File: src/rtl/core/sbpp_pkg.sv
// sbpp_pkg: shared types, codes and spiral coordinate tables for the
// spiral bit pattern placer. No dependencies.
`timescale 1ns / 1ps

package sbpp_pkg;

	// cells on the spiral walk, one per index bit
	localparam int SPIRAL_LEN = 64;

	// spiral coordinates fit in -3..4
	typedef logic signed [3:0] coord_t;
	typedef coord_t coord_tab_t [SPIRAL_LEN];

	// input command codes
	typedef enum logic [1:0] {
		CMD_GEN_INDEX    = 2'd0,
		CMD_GEN_COUNTER  = 2'd1,
		CMD_LOAD_COUNTER = 2'd2
	} cmd_code_t;

	// configuration register indexes
	typedef enum logic [1:0] {
		CFG_BITS_IN_USE = 2'd0,
		CFG_PAD         = 2'd1
	} cfg_reg_t;

	// controller states
	typedef enum logic [1:0] {
		ST_IDLE,
		ST_SCAN,
		ST_EMIT,
		ST_EMPTY
	} ctrl_state_t;

	// controller to datapath
	typedef struct packed {
		logic in_take;
		logic scan_step;
		logic pos_clr;
		logic pos_inc;
		logic emit_load;
		logic empty_load;
	} sbpp_cmd_t;

	// datapath to controller
	typedef struct packed {
		logic gen;
		logic scan_done;
		logic any;
		logic bit_set;
		logic is_last;
		logic out_free;
	} sbpp_stat_t;

	// walk right, turn left, segment lengths 1,1,2,2,3,3,...
	function automatic coord_tab_t spiral_tab(input logic want_y);
		coord_tab_t tab;
		int x;
		int y;
		int dx;
		int dy;
		int t;
		int seg_len;
		int turn_cnt;
		int steps;
		x = 0;
		y = 0;
		dx = 1;
		dy = 0;
		seg_len = 1;
		turn_cnt = 0;
		steps = 0;
		for (int k = 0; k < SPIRAL_LEN; k++) begin
			if (k > 0) begin
				x = x + dx;
				y = y + dy;
				steps = steps + 1;
				if (steps == seg_len) begin
					t = -dy;
					steps = 0;
					dy = dx;
					dx = t;
					turn_cnt = turn_cnt + 1;
					if (turn_cnt == 2) begin
						turn_cnt = 0;
						seg_len = seg_len + 1;
					end
				end
			end
			tab[k] = want_y ? coord_t'(y) : coord_t'(x);
		end
		return tab;
	endfunction

	localparam coord_tab_t SPIRAL_X = spiral_tab(1'b0);
	localparam coord_tab_t SPIRAL_Y = spiral_tab(1'b1);

endpackage

File: src/rtl/core/spiral_bit_pattern_placer_unit.sv
// spiral_bit_pattern_placer_unit: top level with configuration registers,
// controller and datapath. Depends on sbpp_pkg, sbpp_ctrl, sbpp_dpath.
//
// channel   direction  handshake               payload
// item      in         item_valid/item_stall   command, index_value
// result    out        result_valid/result_stall  grid_width .. last
// cfg       in         cfg_valid/cfg_ready     cfg_index, cfg_data
//
// a counter load or an unused command is accepted in the idle state without a scan
// a generate first scans the used bits for the box, then walks up to the highest
// set bit and loads one beat per set bit (empty pattern: one beat); the single bit
// walker over the spiral tables serves both the scan and the walk
// a stalled result holds the walker at the next set bit; the last beat may wait
// in the result register while the next item is accepted
// arst_n clears the controller, counter, walker and result valid; config resets to
// bits_in_use 64, pad 0
`timescale 1ns / 1ps

module spiral_bit_pattern_placer_unit
	import sbpp_pkg::*;
#(
	parameter int MAX_BITS  = 64,
	parameter int PAD_LIMIT = 15
) (
	input  logic              clk,
	input  logic              arst_n,
	input  logic              item_valid,
	output logic              item_stall,
	input  logic [1:0]        command,
	input  logic [63:0]       index_value,
	output logic              result_valid,
	input  logic              result_stall,
	output logic [5:0]        grid_width,
	output logic [5:0]        grid_height,
	output logic signed [5:0] origin_x,
	output logic signed [5:0] origin_y,
	output logic              has_cell,
	output logic [4:0]        cell_col,
	output logic [4:0]        cell_row,
	output logic              last,
	input  logic              cfg_valid,
	output logic              cfg_ready,
	input  logic [1:0]        cfg_index,
	input  logic [6:0]        cfg_data
);

	logic [6:0] bits_in_use_q;
	logic [3:0] pad_q;
	logic [6:0] nbits;
	logic [3:0] pad_eff;
	sbpp_cmd_t  cmd;
	sbpp_stat_t stat;

	assign cfg_ready = 1'b1;

	// configuration registers
	always_ff @(posedge clk or negedge arst_n) begin
		if (!arst_n) begin
			bits_in_use_q <= 7'd64;
			pad_q         <= 4'd0;
		end else if (cfg_valid && cfg_ready) begin
			unique case (cfg_index)
				CFG_BITS_IN_USE: bits_in_use_q <= cfg_data;
				CFG_PAD:         pad_q         <= cfg_data[3:0];
				default: begin
				end
			endcase
		end
	end

	// clamp to the build limits
	always_comb begin
		nbits   = (bits_in_use_q > 7'(MAX_BITS)) ? 7'(MAX_BITS) : bits_in_use_q;
		pad_eff = ({2'b00, pad_q} > 6'(PAD_LIMIT)) ? 4'(PAD_LIMIT) : pad_q;
	end

	sbpp_ctrl u_ctrl (
		.clk        (clk),
		.arst_n     (arst_n),
		.item_valid (item_valid),
		.item_stall (item_stall),
		.stat       (stat),
		.cmd        (cmd)
	);

	sbpp_dpath u_dpath (
		.clk          (clk),
		.arst_n       (arst_n),
		.nbits        (nbits),
		.pad_eff      (pad_eff),
		.command      (command),
		.index_value  (index_value),
		.cmd          (cmd),
		.stat         (stat),
		.result_valid (result_valid),
		.result_stall (result_stall),
		.grid_width   (grid_width),
		.grid_height  (grid_height),
		.origin_x     (origin_x),
		.origin_y     (origin_y),
		.has_cell     (has_cell),
		.cell_col     (cell_col),
		.cell_row     (cell_row),
		.last         (last)
	);

endmodule

File: src/rtl/core/sbpp_ctrl.sv
// sbpp_ctrl: sequencing state machine for the placer (accept, box scan,
// cell emit). Depends on sbpp_pkg.
`timescale 1ns / 1ps

module sbpp_ctrl
	import sbpp_pkg::*;
(
	input  logic       clk,
	input  logic       arst_n,
	input  logic       item_valid,
	output logic       item_stall,
	input  sbpp_stat_t stat,
	output sbpp_cmd_t  cmd
);

	ctrl_state_t state_q;
	ctrl_state_t state_d;

	// state register
	always_ff @(posedge clk or negedge arst_n) begin
		if (!arst_n) begin
			state_q <= ST_IDLE;
		end else begin
			state_q <= state_d;
		end
	end

	// next state and commands
	always_comb begin
		state_d    = state_q;
		cmd        = '0;
		item_stall = 1'b1;
		unique case (state_q)
			ST_IDLE: begin
				item_stall = 1'b0;
				if (item_valid) begin
					cmd.in_take = 1'b1;
					if (stat.gen) begin
						state_d = ST_SCAN;
					end
				end
			end
			ST_SCAN: begin
				if (stat.scan_done) begin
					cmd.pos_clr = 1'b1;
					state_d     = stat.any ? ST_EMIT : ST_EMPTY;
				end else begin
					cmd.scan_step = 1'b1;
				end
			end
			ST_EMIT: begin
				if (stat.bit_set) begin
					if (stat.out_free) begin
						cmd.emit_load = 1'b1;
						if (stat.is_last) begin
							cmd.pos_clr = 1'b1;
							state_d     = ST_IDLE;
						end else begin
							cmd.pos_inc = 1'b1;
						end
					end
				end else begin
					cmd.pos_inc = 1'b1;
				end
			end
			ST_EMPTY: begin
				if (stat.out_free) begin
					cmd.empty_load = 1'b1;
					state_d        = ST_IDLE;
				end
			end
			default: begin
				state_d = ST_IDLE;
			end
		endcase
	end

endmodule

File: src/rtl/core/sbpp_dpath.sv
// sbpp_dpath: pattern and counter registers, bit walker over the spiral
// tables, bounding box and the result register. Depends on sbpp_pkg.
`timescale 1ns / 1ps

module sbpp_dpath
	import sbpp_pkg::*;
(
	input  logic              clk,
	input  logic              arst_n,
	input  logic [6:0]        nbits,
	input  logic [3:0]        pad_eff,
	input  logic [1:0]        command,
	input  logic [63:0]       index_value,
	input  sbpp_cmd_t         cmd,
	output sbpp_stat_t        stat,
	output logic              result_valid,
	input  logic              result_stall,
	output logic [5:0]        grid_width,
	output logic [5:0]        grid_height,
	output logic signed [5:0] origin_x,
	output logic signed [5:0] origin_y,
	output logic              has_cell,
	output logic [4:0]        cell_col,
	output logic [4:0]        cell_row,
	output logic              last
);

	logic [63:0] mask;
	logic [63:0] counter_q;
	logic [63:0] pattern_q;
	logic [6:0]  pos_q;
	logic [5:0]  pos_idx;
	logic [5:0]  last_set_q;
	logic        any_q;
	coord_t      minx_q;
	coord_t      maxx_q;
	coord_t      miny_q;
	coord_t      maxy_q;
	coord_t      cur_x;
	coord_t      cur_y;
	logic        cur_bit;
	logic        out_valid_q;

	assign mask    = ~(64'hFFFF_FFFF_FFFF_FFFF << nbits);
	assign pos_idx = pos_q[5:0];
	assign cur_x   = SPIRAL_X[pos_idx];
	assign cur_y   = SPIRAL_Y[pos_idx];
	assign cur_bit = pattern_q[pos_idx];

	// status toward the controller
	always_comb begin
		stat.gen       = (command == CMD_GEN_INDEX) || (command == CMD_GEN_COUNTER);
		stat.scan_done = (pos_q == nbits);
		stat.any       = any_q;
		stat.bit_set   = cur_bit;
		stat.is_last   = (pos_idx == last_set_q);
		stat.out_free  = !out_valid_q || !result_stall;
	end

	// counter, control side
	always_ff @(posedge clk or negedge arst_n) begin
		if (!arst_n) begin
			counter_q <= '0;
		end else if (cmd.in_take) begin
			case (command)
				CMD_GEN_COUNTER:  counter_q <= (counter_q + 64'd1) & mask;
				CMD_LOAD_COUNTER: counter_q <= index_value & mask;
				default:          counter_q <= counter_q;
			endcase
		end
	end

	// working pattern, written before every scan
	always_ff @(posedge clk) begin
		if (cmd.in_take) begin
			case (command)
				CMD_GEN_INDEX:   pattern_q <= index_value & mask;
				CMD_GEN_COUNTER: pattern_q <= counter_q & mask;
				default:         pattern_q <= pattern_q;
			endcase
		end
	end

	// bit walker position and live flag
	always_ff @(posedge clk or negedge arst_n) begin
		if (!arst_n) begin
			pos_q <= '0;
			any_q <= 1'b0;
		end else begin
			if (cmd.in_take || cmd.pos_clr) begin
				pos_q <= '0;
			end else if (cmd.scan_step || cmd.pos_inc) begin
				pos_q <= pos_q + 7'd1;
			end
			if (cmd.in_take) begin
				any_q <= 1'b0;
			end else if (cmd.scan_step && cur_bit) begin
				any_q <= 1'b1;
			end
		end
	end

	// bounding box of the set cells and highest set bit
	always_ff @(posedge clk) begin
		if (cmd.scan_step && cur_bit) begin
			last_set_q <= pos_idx;
			if (!any_q || cur_x < minx_q) minx_q <= cur_x;
			if (!any_q || cur_x > maxx_q) maxx_q <= cur_x;
			if (!any_q || cur_y < miny_q) miny_q <= cur_y;
			if (!any_q || cur_y > maxy_q) maxy_q <= cur_y;
		end
	end

	// result fields for the current cell
	logic [6:0] pad2;
	logic [5:0] gw_cell;
	logic [5:0] gh_cell;
	logic [5:0] ox_cell;
	logic [5:0] oy_cell;
	logic [4:0] col_cell;
	logic [4:0] row_cell;
	logic [5:0] side_empty;
	logic [5:0] org_empty;

	always_comb begin
		pad2       = {2'b00, pad_eff, 1'b0};
		gw_cell    = 6'({{3{maxx_q[3]}}, maxx_q} - {{3{minx_q[3]}}, minx_q} + 7'd1 + pad2);
		gh_cell    = 6'({{3{maxy_q[3]}}, maxy_q} - {{3{miny_q[3]}}, miny_q} + 7'd1 + pad2);
		ox_cell    = {{2{minx_q[3]}}, minx_q} - {2'b00, pad_eff};
		oy_cell    = {{2{miny_q[3]}}, miny_q} - {2'b00, pad_eff};
		col_cell   = {cur_x[3], cur_x} - {minx_q[3], minx_q} + {1'b0, pad_eff};
		row_cell   = {cur_y[3], cur_y} - {miny_q[3], miny_q} + {1'b0, pad_eff};
		side_empty = 6'(pad2 + 7'd1);
		org_empty  = 6'd0 - {2'b00, pad_eff};
	end

	// result register valid
	always_ff @(posedge clk or negedge arst_n) begin
		if (!arst_n) begin
			out_valid_q <= 1'b0;
		end else if (cmd.emit_load || cmd.empty_load) begin
			out_valid_q <= 1'b1;
		end else if (!result_stall) begin
			out_valid_q <= 1'b0;
		end
	end

	// result register payload
	always_ff @(posedge clk) begin
		if (cmd.emit_load) begin
			grid_width  <= gw_cell;
			grid_height <= gh_cell;
			origin_x    <= ox_cell;
			origin_y    <= oy_cell;
			has_cell    <= 1'b1;
			cell_col    <= col_cell;
			cell_row    <= row_cell;
			last        <= stat.is_last;
		end else if (cmd.empty_load) begin
			grid_width  <= side_empty;
			grid_height <= side_empty;
			origin_x    <= org_empty;
			origin_y    <= org_empty;
			has_cell    <= 1'b0;
			cell_col    <= '0;
			cell_row    <= '0;
			last        <= 1'b1;
		end
	end

	assign result_valid = out_valid_q;

	// a cell beat only comes from a set bit of the walk
	a_emit_on_set_bit: assert property (@(posedge clk) disable iff (!arst_n)
		cmd.emit_load |-> (cur_bit && any_q && (pos_q < nbits)))
		else $error("cell beat from a clear bit");

	// the scan never walks past the used bits
	a_scan_in_range: assert property (@(posedge clk) disable iff (!arst_n)
		cmd.scan_step |-> (pos_q < nbits))
		else $error("scan past used bits");

	// an empty run is one beat with no cell, marked last
	a_empty_beat: assert property (@(posedge clk) disable iff (!arst_n)
		cmd.empty_load |=> (result_valid && last && !has_cell))
		else $error("empty run beat malformed");

	// a beat is only loaded into a free result register
	a_no_overwrite: assert property (@(posedge clk) disable iff (!arst_n)
		(cmd.emit_load || cmd.empty_load) |-> (!out_valid_q || !result_stall))
		else $error("result register overwritten");

endmodule

File: config.mk
export PLATFORM = sky130hd
export DESIGN_NAME = spiral_bit_pattern_placer_unit
export DESIGN_NICKNAME = d
export VERILOG_FILES = /design/src/rtl/core/sbpp_pkg.sv /design/src/rtl/core/spiral_bit_pattern_placer_unit.sv /design/src/rtl/core/sbpp_ctrl.sv /design/src/rtl/core/sbpp_dpath.sv
export SDC_FILE = /design/constraint.sdc
export NUM_CORES = 1
export LEC_CHECK = 0
export BUFFER_PORTS_ARGS = -buffer_cell sky130_fd_sc_hd__clkbuf_2
export CAP_MARGIN = 20
export CORE_AREA = 2 2 126 219
export DETAILED_ROUTE_END_ITERATION = 8
export DIE_AREA = 0 0 128 221
export PLACE_DENSITY_LB_ADDON = 0.2
export SETUP_SLACK_MARGIN = 0.15
export SLEW_MARGIN = 20
export SYNTH_ARGS = -nofsm -noshare
export SYNTH_HDL_FRONTEND = slang
export SYNTH_SLANG_ARGS = --single-unit
File: constraint.sdc
create_clock -name clk -period 4.7 [get_ports clk]
set_clock_uncertainty 0.05 [all_clocks]
set_input_delay 0 -clock clk [delete_from_list [all_inputs] [get_ports clk]]
set_output_delay 0 -clock clk [all_outputs]
set_load 0.02 [all_outputs]
======== Word-level counts from Yosys, hierarchy flattened ========
Memory sizes are Yosys's and may differ from the RTL's.
Index checks and enable logic that the tools add are counted.
storage, ports and cells
  bits in registers ....................... 208
  bits in read-only memories .............. 512
  output and inout port bits .............. 39
  word-level logic and storage cells ...... 149
  memories kept ........................... 2
cells by class
  add/sub/neg operators ................... 16
  $lt $le $gt $ge ......................... 7
  equality and inequality tests ........... 16
  shift-type cells ........................ 1
  multiplexer cells ....................... 51
  bitwise operators ....................... 5
  reduce and logical (&&, ||, !) cells .... 30
memory list
  memory           words  bits a word  read ports  clocked after memory_dff  wr ports  line              text
  (no name shown)  64     4            1           0                         0         sbpp_dpath.sv:46  assign cur_x = SPIRAL_X[pos_idx];
  (no name shown)  64     4            1           0                         0         sbpp_dpath.sv:47  assign cur_y = SPIRAL_Y[pos_idx];
operators by type and width
  operator               count
  $pmux 64 s2            2
  $and 64x64->64         3
  $add 64x1->64 const B  1
  $not 64->64            1
  $shl 64x7->64 const A  1
  $mux 6                 6
  $mux 1                 21
  $mux 7                 3
  $sub 4x4->5            4
  $mux 2                 8
  $mux 4                 4
  $reduce_and 2->1       8
  $mux 5                 3
  $add 6x1->6 const B    2
  $add 6x5->6            2
  $ne 2x2->1 const B     6
  $sub 4x5->6            2
  $add 5x4->5            2
  $reduce_bool 2->1      5
  $logic_or 1x1->1       9
  $gt 4x4->1             2
  $lt 4x4->1             2
  $pmux 2 s4             1
  $add 7x1->7 const B    1
  other kinds (18)       27

======== Depth between registers and ports, before layout ========
  depth in word-level cells ............... 8
  mapped depth ............................ 20

======== Cells and area by module ========
A second synthesis with hierarchy kept.
second synthesis, totals
  cells, all modules ...................... 1,559
  area, all modules ....................... 14,614.0 um^2
by module, submodules not included
  module                          instances  cells each  area each (um^2)  seq. area each (um^2)
  sbpp_dpath                      1          1,494       13,849.5          5,480.3
  spiral_bit_pattern_placer_unit  1          33          479.2             276.5
  sbpp_ctrl                       1          32          285.3             50.0

======== Worst setup path before layout ========
OpenSTA, ideal clock, no wires.
  path type ............................... input to register
  start point ............................. in command[1]
  end point ............................... reg u_dpath.pattern_q[0] (enable)
  library setup time ...................... 0.486 ns
  arrival ................................. 3.850 ns
  required time ........................... 4.164 ns
  setup slack ............................. 0.314 ns
  stages on the path ...................... 6
  path buffers ............................ 2
  path through ............................ inv_1 > ha_1 > clkbuf_1 > buf_1 > nor2_1 > nor2_1
between the ends
  cells in the longest elaborated chain, start to end .. 3
  elaborated cells between the ends (all ways) .. 4
  those cells by class .................... 1 x eq/ne; 3 x reduce/logical
ends and longest elaborated chain
  element                                        line                                  text
  from (decl)                                    spiral_bit_pattern_placer_unit.sv:29  input logic [1:0] command,
  $eq 2x1->1 or $logic_not 2->1 (tied branches)  sbpp_dpath.sv:76                      case (command)
  $reduce_bool 2->1 (no source line) *           -
  $reduce_and 2->1 (no source line) *            -
  to (signal assigned)                           sbpp_dpath.sv:77                      CMD_GEN_INDEX: pattern_q <= index_value & mask;
  to (signal assigned)                           sbpp_dpath.sv:78                      CMD_GEN_COUNTER: pattern_q <= counter_q & mask;
  to (signal assigned)                           sbpp_dpath.sv:79                      default: pattern_q <= pattern_q;
  to (decl)                                      sbpp_dpath.sv:30                      logic [63:0] pattern_q;
Every way passes the cells marked *; elsewhere a longest branch is shown, timed or not.
A chain may end at the register's enable or synchronous reset.

======== Worst setup path after layout ========
  start point ............................. reg u_dpath.pos_q[1]
  end point ............................... reg u_dpath.cell_col[4] (data pin)
between the ends
  cells in the longest elaborated chain, start to end .. 7
  elaborated cells between the ends (all ways) .. 11
  those cells by class .................... 2 x add/sub; 7 x mux; 1 x bitwise; 1 x memory
ends and longest elaborated chain
  element                                     line               text
  from (decl)                                 sbpp_dpath.sv:31   logic [6:0] pos_q;
  from (signal assigned)                      sbpp_dpath.sv:93   pos_q <= pos_q + 7'd1;
  $not 6->7 (not written as such)             sbpp_dpath.sv:46
  $mem_v2 64x4                                -
  $mux 4 (not written as such) (2 in series)  sbpp_dpath.sv:46
  net u_dpath.cur_x[0]                        sbpp_dpath.sv:39   coord_t cur_x;
  $sub 4x4->5                                 sbpp_dpath.sv:131  col_cell = {cur_x[3], cur_x} - {minx_q[3], minx_q} + {1'b0, pad_eff};
  $add 5x4->5                                 sbpp_dpath.sv:131
  $mux 5                                      sbpp_dpath.sv:150  if (cmd.emit_load) begin
  to (signal assigned)                        sbpp_dpath.sv:156  cell_col <= col_cell;
  to (decl)                                   sbpp_dpath.sv:23   output logic [4:0] cell_col,
The timed path passes the listed nets, and every way through them passes these cells. The select of a mux whose other input is x is not followed.

==> impl_metrics.tcl <==
set metrics [dict create \
    status "complete, but fails checks" \
    violations "hold timing" \
    dr.pass1.iters 5 \
    reg2reg_depth 17 \
    cts-root-buf "clkbuf_16" \
    dieArea_sq_um 28300 \
    finalWirelength_um 43300 \
    die_w_um 128 \
    tightest_slew_ps 1040 \
    ir_drop_mv 0.352 \
    netlist_area_sq_um 14400 \
    p_leak_nw 6.76 \
    whs_ps -4.77 \
    syn2layout_area_growth_pct 16.9 \
    fill_cells 2226 \
    avgSynthCellArea_sq_um 9.57 \
    cts_tree "done" \
    path_class "register to register" \
    ioPinCount 119 \
    powerDensity_nw_per_um2 648 \
    start_util_pct 54.3 \
    final_common_cell "nor2_1" \
    ant_nets 0 \
    synthCells 1502 \
    r2r_end "u_dpath.cell_col[4]" \
    ys_seq_elements 208 \
    setup_viol 0 \
    detailedRoute.firstIterationViolations 1087 \
    portBuffers 117 \
    dpl.hpwl_um 31600 \
    grt_remaining_overflow 0 \
    grt_usage_pct 30.6 \
    clk_path_buf_depth 3 \
    diodes 0 \
    max-cap-violations 0 \
    drv_slew 0 \
    hold_viol 4 \
    rrSetupSlack_ps 710 \
    viasPerCell 6.39 \
    async_flop_share_pct 41.3 \
    drive_gt1_share_pct 14.1 \
    die_y_um 221 \
    clock_latency_ps 530 \
    cts_buffers 21 \
    ys.flop_type "edfxtp_1" \
    finalSetupTns_ps 0 \
    rsz0062_at_grt "no" \
    vias 12800 \
    drc 0 \
    seq_area_frac_synth_pct 40.4 \
    synthesis.nets 1667 \
    clk_pin_slew_ps 70 \
    fmax_mhz 250 \
    grt_pass1_vias 12700 \
    clock_sinks 208 \
    endpoint_kind "register" \
    finish.net_count 1830 \
    r2r-start "u_dpath.pos_q[1]" \
    htree_levels 1 \
    hold_path.class "primary input to async pin" \
    core_sq_um 26500 \
    gp_congestion 0.969 \
    post-route-period-util_pct 85.0 \
    maxSlewHeadroom_pct 30.7 \
    grt_antenna_before_repair 0 \
    grt_pass1_wl_um 68000 \
    cp-start-kind "register" \
    grt_max_degree 83 \
    critPathMaxFanout 14 \
    fin_crit_ps 3990 \
    cp.arrival_ps 4220 \
    num_rows 79 \
    required_ps 4930 \
    synth_edf_count 121 \
    synth_cell_types 79 \
    wl_per_cell_um 21.6 \
    layout_common_cells "nor2_1, edfxtp_1, clkbuf_2, a21oi_1, o21ai_0" \
    yosysWarnings 0 \
]
-- metrics by stage --
stage	cells	util (%)	area [sq um]	setup WS (ps)	power (mW)
3_5_place_dp	1883	57.7	15300	748	9.04
6_report	2003	63.4	16800	707	10.9
5_1_grt	2003	63.4	16800	409	11.7
2_1_floorplan	1502	-	14400	314	7.42
3_3_place_gp	1883	57.7	15300	772	8.87
4_1_cts	2003	63.4	16800	702	10.9
-- worst max path at each step --
stage	start	end	slack, ps	cells after the start
CTS	u_dpath.pos_q[1]	u_dpath.cell_col[4]	700	17
global placement	u_dpath.pos_q[1]	u_dpath.cell_col[4]	770	17
detailed placement	u_dpath.pos_q[1]	u_dpath.cell_col[4]	750	17
floorplan	command[1]	u_dpath.pattern_q[0]	310	6
global route	u_dpath.pos_q[1]	u_dpath.cell_col[4]	410	17
finish	u_dpath.pos_q[1]	u_dpath.cell_col[4]	710	17
-- cells in the mapped netlist, types with 20 or more instances --
cell / count / area share, %
nor2_1: 185 / 4.8
nand2_1: 69 / 1.8
inv_1: 65 / 1.7
ha_1: 69 / 6.0
a21o_1: 20 / 1.0
a21oi_1: 110 / 3.8
o21ai_0: 93 / 3.2
mux2i_1: 73 / 5.1
clkbuf_1: 67 / 1.7
nor3_1: 72 / 2.5
o31ai_1: 57 / 3.0
dfrtp_1: 85 / 15
edfxtp_1: 121 / 25
nand3_1: 31 / 1.1
-- cell families (layout without fill, tap and decap cells) --
logic type	after synthesis	after routing	synth area share [%]
simple gates	505	505	17.6
compound gates	399	399	18.0
mux	107	107	9.13
buf+inv	160	337	4.42
other cells	1	1	0.0261
fa+ha+maj	85	85	8.24
flops	208	208	40.4
xor+xnor	37	37	2.25
-- area by class of cell --
type / count / area, sq um / share of cell area, %
Multi-Input combinational cell: 1134 / 7970 / 47.5
Sequential cell: 208 / 5810 / 34.6
Timing Repair Buffer: 234 / 1670 / 9.97
Clock buffer: 27 / 578 / 3.44
Tap cell: 324 / 405 / 2.41
Inverter: 66 / 248 / 1.47
Clock inverter: 10 / 114 / 0.678
-- registers in the layout, indices dropped and copies added, names as in the netlist, 5 cells and up --
| name | cells |
|---|---|
| u_dpath.grid_width | 6 |
| u_dpath.cell_col | 5 |
| u_dpath.origin_x | 6 |
| u_dpath.counter_q | 64 |
| u_dpath.origin_y | 6 |
| u_dpath.pos_q | 7 |
| u_dpath.cell_row | 5 |
| u_dpath.pattern_q | 64 |
| bits_in_use_q | 7 |
| u_dpath.grid_height | 6 |
| u_dpath.last_set_q | 6 |
-- report_power, final --
part / internal (mW) / leakage (nW) / total (mW) / switching [mW]
registers: 2.70 / 2.24 / 3.30 / 0.601
logic: 2.39 / 4.19 / 5.84 / 3.45
clock network: 0.984 / 0.329 / 1.75 / 0.767
total: 6.08 / 6.76 / 10.9 / 4.82
-- what timing repair did --
| item | in CTS | in global routing |
|---|---|---|
| hold buffers | 83 | 0 |
| resized for setup | 0 | 0 |
| buffers inserted | 0 | 0 |
| endpoints found under the hold margin | 188 | 0 |
| setup endpoints to repair | 0 | 0 |
-- metal layers --
metal	share of wire (%)	track usage (%)	routed length (um)	vias up
li1	-	-	-	5908
met1	35	33.2	15000	6157
met3	5.0	2.93	2160	179
met5	0	0	0	-
met4	8.1	21.3	3520	0
met2	52	55.1	22600	550
-- worst max-delay path, cell delays in order (launching register included) --
cell and delay (ps):
dfrtp_1 350, buf_4 200, inv_1 180, ha_1 400, nor2b_1 180, a21oi_1 50, mux4_2 470, mux2i_1 140
buf_4 160, inv_1 50, ha_1 260, inv_1 40, ha_1 190, fa_1 420, a21o_1 200, a21oi_1 160
xor2_1 160, nor2_1 50
No activity file was read; power rests on OpenSTA's default activity.
